$ cat config.mk
export PLATFORM = sky130hd
export DESIGN_NAME = bpc_div
export DESIGN_NICKNAME = d
export VERILOG_FILES = /design/src/sv/bpc_div.sv
export SDC_FILE = /design/constraint.sdc
export NUM_CORES = 2
export LEC_CHECK = 0
export BUFFER_PORTS_ARGS = -buffer_cell sky130_fd_sc_hd__buf_2
export CAP_MARGIN = 20
export CORE_AREA = 2 2 571 573
export DETAILED_ROUTE_END_ITERATION = 16
export DIE_AREA = 0 0 573 575
export HOLD_SLACK_MARGIN = 0.08
export PLACE_DENSITY = 0.72
export SYNTH_ARGS = -nofsm -noshare
export SYNTH_HDL_FRONTEND = slang
export SYNTH_SLANG_ARGS = --single-unit
$ cat constraint.sdc
create_clock -name clock -period 12 [get_ports clock]
set_input_delay 1.2 -clock clock [delete_from_list [all_inputs] [get_ports clock]]
set_output_delay 1.2 -clock clock [all_outputs]
set_load 0.1 [all_outputs]
$ cat src/sv/bpc_div.sv
// Pipelined unsigned restoring divider, one quotient bit per stage.
// Depends on nothing; carries a sideband payload alongside each operand pair.
module bpc_div #(
   parameter int unsigned W = 32,
   parameter int unsigned S = 8
) (
   input  logic         clock,
   input  logic         reset,
   input  logic         en,
   input  logic         in_valid,
   input  logic [W-1:0] in_num,
   input  logic [W-1:0] in_den,
   input  logic [S-1:0] in_side,
   output logic         out_valid,
   output logic [W-1:0] out_quo,
   output logic [S-1:0] out_side
);

   logic         valid_ff [W];
   logic [W-1:0] rem_ff   [W];
   logic [W-1:0] quo_ff   [W];
   logic [W-1:0] den_ff   [W];
   logic [S-1:0] side_ff  [W];

   genvar k;
   generate
      for (k = 0; k < W; k++) begin : g_stage
         logic         valid_in;
         logic [W-1:0] rem_in;
         logic [W-1:0] quo_in;
         logic [W-1:0] den_in;
         logic [S-1:0] side_in;
         logic [W:0]   trial;
         logic [W:0]   diff;

         if (k == 0) begin : g_first
            assign valid_in = in_valid;
            assign rem_in   = '0;
            assign quo_in   = in_num;
            assign den_in   = in_den;
            assign side_in  = in_side;
         end else begin : g_next
            assign valid_in = valid_ff[k-1];
            assign rem_in   = rem_ff[k-1];
            assign quo_in   = quo_ff[k-1];
            assign den_in   = den_ff[k-1];
            assign side_in  = side_ff[k-1];
         end

         // shift in the next dividend bit and try the subtraction
         assign trial = {rem_in, quo_in[W-1]};
         assign diff  = trial - {1'b0, den_in};

         always_ff @(posedge clock) begin
            if (reset) begin
               valid_ff[k] <= 1'b0;
            end else if (en) begin
               valid_ff[k] <= valid_in;
            end
         end

         always_ff @(posedge clock) begin
            if (en) begin
               if (!diff[W]) begin
                  rem_ff[k] <= diff[W-1:0];
                  quo_ff[k] <= {quo_in[W-2:0], 1'b1};
               end else begin
                  rem_ff[k] <= trial[W-1:0];
                  quo_ff[k] <= {quo_in[W-2:0], 1'b0};
               end
               den_ff[k]  <= den_in;
               side_ff[k] <= side_in;
            end
         end
      end
   endgenerate

   assign out_valid = valid_ff[W-1];
   assign out_quo   = quo_ff[W-1];
   assign out_side  = side_ff[W-1];

endmodule

* Word-level counts from Yosys, hierarchy flattened
Memory sizes are Yosys's and may differ from the RTL's.
Cells that the tools add are included.
** Word-level totals
- Flip-flop bits (word level) :: 0
- Bits in writable memories :: 3360
- Input port bits :: 76
- Output and inout bits :: 41
- Logic and storage cells :: 427
- Memories kept :: 5
** Operators by class
- $add $sub $neg :: 32
- Muxes and demuxes :: 294
- Bitwise logic cells :: 96
** Memories
- den_ff :: words 32, bits a word 32, read ports 31, clocked after memory_dff 0, write ports 32, line 22 : logic [W-1:0] den_ff [W];
- quo_ff :: words 32, bits a word 32, read ports 32, clocked after memory_dff 0, write ports 32, line 21 : logic [W-1:0] quo_ff [W];
- rem_ff :: words 32, bits a word 32, read ports 31, clocked after memory_dff 0, write ports 32, line 20 : logic [W-1:0] rem_ff [W];
- side_ff :: words 32, bits a word 8, read ports 32, clocked after memory_dff 0, write ports 32, line 23 : logic [S-1:0] side_ff [W];
- valid_ff :: words 32, bits a word 1, read ports 32, clocked after memory_dff 0, write ports 32, line 19 : logic valid_ff [W];
** Operators by type and width (number)
- $mux 32 :: 64
- $sub 33x32->33 :: 31
- $mux 1 :: 230
- $or 1x1->1 :: 96
- $sub 1x32->33 :: 1

* Longest topological paths before layout
An unclocked memory read counts as a cell.
- Depth after elaboration :: 6
- Gate-level depth with buffers :: 17
- Gate-level depth less buffers :: 16

* Worst setup path after synthesis
No wires, ideal clock.
- Kind :: input to register
- Start point :: input en
- End point :: memory quo_ff[0][0] (enable)
- Library setup time :: 0.444 ns
- Arrival :: 4.090 ns
- Required time :: 11.556 ns
- Setup slack :: 7.466 ns
- Stages on the path :: 5
- Path buffers :: 5
- Path through :: clkbuf_1 > clkbuf_1 > clkbuf_1 > clkbuf_1 > clkbuf_1
** RTL lines
- from (decl) :: line 9 : input logic en,
- to (decl) :: line 21

==> metrics.csv <==
stage,metric,value,unit
synth,synthDominantAreaCellType,sky130_fd_sc_hd__edfxtp_1,
floorplanning,initial_core_util,49.9,%
final_layout,seq_cell_area,0.0990,mm²
synth,synth-edff-count,3295,
timing,finalHoldWorstSlack,369,ps
synth,yosys-top-cells-area,"sky130_fd_sc_hd__edfxtp_1 61%, sky130_fd_sc_hd__ha_1 7.7%, sky130_fd_sc_hd__o21ai_0 3.3%",
clock_network,cts_hold_buf,0,
pwr,vdd_ir_drop_max,0.149,mV
synth,synthesis.area,0.161,mm²
timing,worst_slew_margin,25.9,%
floorplanning,io_pins,117,
timing,final-hold-violation-count,0,
drt,initialDrtViolationCount,5488,
drt,via_count,96451,
grt,grt.total_usage,16.9,%
critical_path,setup.worst_path.end_class,register,
floorplanning,die_span_y,575,µm
final_layout,drive_above_1_share,7.56,%
timing,final_min_period_over_clock_period,44.2,%
synth,synth_sequential_area_ratio,61.4,%
critical_path,critical_path.startpoint_type,register,
timing,setup_violations,0,
critical_path,required,12640,ps
place,globalplace.congestion,0.916,
timing,clock_skew,70.7,ps
floorplanning,placement_rows,209,
drt,drt-wirelength-per-cell,15.9,µm
outcome,outcome,completed,
floorplanning,dieArea,0.329,mm²
clock_network,total_clock_buffers_created_by_cts,350,
grt,grt_antenna_before_repair,2,
clock_network,cts_root_buffer,sky130_fd_sc_hd__clkbuf_16,
clock_network,buffers_inserted_by_post_cts_timing_repair,0,
place,dp_slack,6630,ps
synth,synth_async_sr_flop_share,0,%
synth,ys_warn_count,0,
drt,avgViaCountPerCell,5.44,
clock_network,clock_latency,950,ps
timing,worstMarginPinSlew,1110,ps
final_layout,multi_input_comb_area,0.0566,mm²
final_layout,finish.net_count,14231,
synth,post-synth-top-area-fraction,61.4,%
drt,drc,0,
synth,syn_inst,12898,
clock_network,htree_levels,5,
grt,overflow,0,
critical_path,timing.critical_path.arrival,5940,ps
place,placed_wire_length_estimate,200000,µm
final_layout,areaGrowthSynthToFinish,10.3,%
critical_path,maximum_net_fanout_on_the_critical_path,32,
drt,drt.antenna.violating_nets,0,
place,io_buffers,116,
synth,synthTopCellsByCount,"3295 x sky130_fd_sc_hd__edfxtp_1, 1215 x sky130_fd_sc_hd__inv_1, 1055 x sky130_fd_sc_hd__o21ai_0, 1029 x sky130_fd_sc_hd__nand2_1, 993 x sky130_fd_sc_hd__ha_1",
min_path,timing.hold.worst.class,reg -> reg,
run,timing.max_cap.violations,0,
drt,wirelength,283000,µm
grt,first_pass_grt_wire_length,465000,µm
clock_network,cts_tree,done,
timing,timing.final.ws_setup,6700,ps
pwr,p_leak,0.0700,µW
synth,synth_top_flop_cell,sky130_fd_sc_hd__edfxtp_1,
floorplanning,placeable_core_region,0.323,mm²
grt,grt_start_max_net_pins,190,
drt,firstDrtPassIters,6,
grt,grt_pass1_vias,98851,
clock_network,cts.reportedPaths.clkPinSlew,60,ps
timing,fmax,189,MHz
clock_network,numClockSinks,3296,
synth,post_synth.cell_area_avg,12.5,µm²
critical_path,criticalPathCategory,reg -> reg,
timing,rsz_0062_raised_after_global_routing,false,
synth,synth_cell_types,101,
floorplanning,horiz_die_dim,573,µm
pwr,cellPowerDensity,256,mW/mm²
synth,flip_flop_and_latch_count_after_synthesis,3296,
clock_network,post_cts_resize_count,0,
timing,drv_slew,0,
synth,synth.net_count,13997,
final_layout,final.fill_count,26074,
timing,setup-tns-final,0,ps
timing,final_period_minus_worst_setup_slack,5300,ps
clock_network,cts.path.max_buffers,4,
synth,post-synth-top-count-cell,sky130_fd_sc_hd__edfxtp_1,
sequential cells by signal, indices dropped and copies added (netlist names):
signal,count
valid_ff,32
quo_ff,1024
rem_ff,992
den_ff,992
side_ff,256
critical path, cell delays in order, from the launching register on:
cell	delay, ps
sky130_fd_sc_hd__edfxtp_1	380
sky130_fd_sc_hd__inv_1	90
sky130_fd_sc_hd__ha_1	180
sky130_fd_sc_hd__inv_1	60
sky130_fd_sc_hd__fa_1	420
sky130_fd_sc_hd__a211o_1	330
sky130_fd_sc_hd__a211oi_1	430
sky130_fd_sc_hd__o211ai_1	150
sky130_fd_sc_hd__and2_1	220
sky130_fd_sc_hd__o22ai_2	240
sky130_fd_sc_hd__nor4bb_1	130
sky130_fd_sc_hd__o21ba_2	260
sky130_fd_sc_hd__a31oi_1	330
sky130_fd_sc_hd__o21ai_1	140
sky130_fd_sc_hd__mux2i_1	690
sky130_fd_sc_hd__inv_2	540
sky130_fd_sc_hd__mux2_2	420
cell families (layout without fill, tap and decap cells):
family,Yosys count,after routing,synth area share (%)
muxes,290,290,2.00
other,0,7,0
DFF,3296,3296,61.4
adders and majority gates,1023,1023,8.08
xor gates and xnor gates,834,834,4.53
and+or+nand+nor,2655,2655,7.80
buffers and inverters,1537,2045,3.63
AOI/OAI and AO/OA,3263,3263,12.5
metal layers:
metal | GRT usage, % | up-vias | part of all wire, %
met1 | 16.2 | 45957 | 36
met2 | 34.2 | 1744 | 56
met4 | 8.54 | 0 | 5.1
li1 | - | 47919 | -
met3 | 2.34 | 831 | 3.2
met5 | 0 | - | 0
power breakdown:
group / total, µW / internal [µW] / leakage, µW / switching (µW)
combinational: 17900 / 7710 / 0.0324 / 10200
clock: 10200 / 5850 / 0.00531 / 4400
sequential: 17400 / 16200 / 0.0323 / 1160
total: 45600 / 29800 / 0.0700 / 15800
cell type report:
type	instances	area share, %
clock inverters	195	1.01
repair buffers	201	0.764
diodes	7	0.00985
well taps	4325	3.04
multi-input cells	8065	31.8
clock buffers	431	5.12
flip-flops and latches	3296	55.7
inverters	1218	2.57
cell usage in the layout, fill, tap and decap left out, types with 49 or more instances in the layout:
cell type	n
sky130_fd_sc_hd__edfxtp_1	3295
sky130_fd_sc_hd__inv_1	1215
sky130_fd_sc_hd__o21ai_0	1055
sky130_fd_sc_hd__nand2_1	1028
sky130_fd_sc_hd__ha_1	993
sky130_fd_sc_hd__a21oi_1	788
sky130_fd_sc_hd__nor2_1	544
sky130_fd_sc_hd__a21o_1	508
sky130_fd_sc_hd__xnor2_1	447
sky130_fd_sc_hd__xor2_1	387
sky130_fd_sc_hd__clkbuf_16	352
sky130_fd_sc_hd__mux2_2	241
sky130_fd_sc_hd__nand2b_1	158
sky130_fd_sc_hd__nand3_1	156
sky130_fd_sc_hd__o21a_1	132
sky130_fd_sc_hd__nand4_1	123
sky130_fd_sc_hd__a211oi_1	118
sky130_fd_sc_hd__and2_1	117
sky130_fd_sc_hd__buf_2	115
sky130_fd_sc_hd__nor3_1	114
sky130_fd_sc_hd__o21bai_1	111
sky130_fd_sc_hd__a31oi_1	101
sky130_fd_sc_hd__nor2b_1	97
sky130_fd_sc_hd__o31ai_1	89
sky130_fd_sc_hd__clkbuf_1	79
sky130_fd_sc_hd__clkinv_1	78
sky130_fd_sc_hd__buf_4	75
sky130_fd_sc_hd__and3_1	66
sky130_fd_sc_hd__clkinv_2	56
sky130_fd_sc_hd__or3_1	51
sky130_fd_sc_hd__o211ai_1	49
per-stage QoR:
stage / utilization [%] / area (µm²) / cells / total power, µW
CTS: 55.0 / 178000 / 17728 / 45800
floorplan: - / 161000 / 12898 / 31300
global placement: 51.6 / 167000 / 17101 / 34900
finish: 55.0 / 178000 / 17738 / 45600
detailed placement: 51.6 / 167000 / 17102 / 35400
global route: 55.0 / 178000 / 17738 / 48700
worst paths after layout:
path	start	end	slack, ps	depth (start not counted)
setup / recovery	quo_ff[1][223]$_DFFE_PP_	rem_ff[1][250]$_DFFE_PP_	6700	16
hold / removal	quo_ff[1][9]$_DFFE_PP_	quo_ff[1][42]$_DFFE_PP_	370	0
setup reg to reg	quo_ff[1][223]$_DFFE_PP_	rem_ff[1][250]$_DFFE_PP_	6700	16
hold reg to reg	quo_ff[1][9]$_DFFE_PP_	quo_ff[1][42]$_DFFE_PP_	370	0
(Power assumes the default switching activity.)
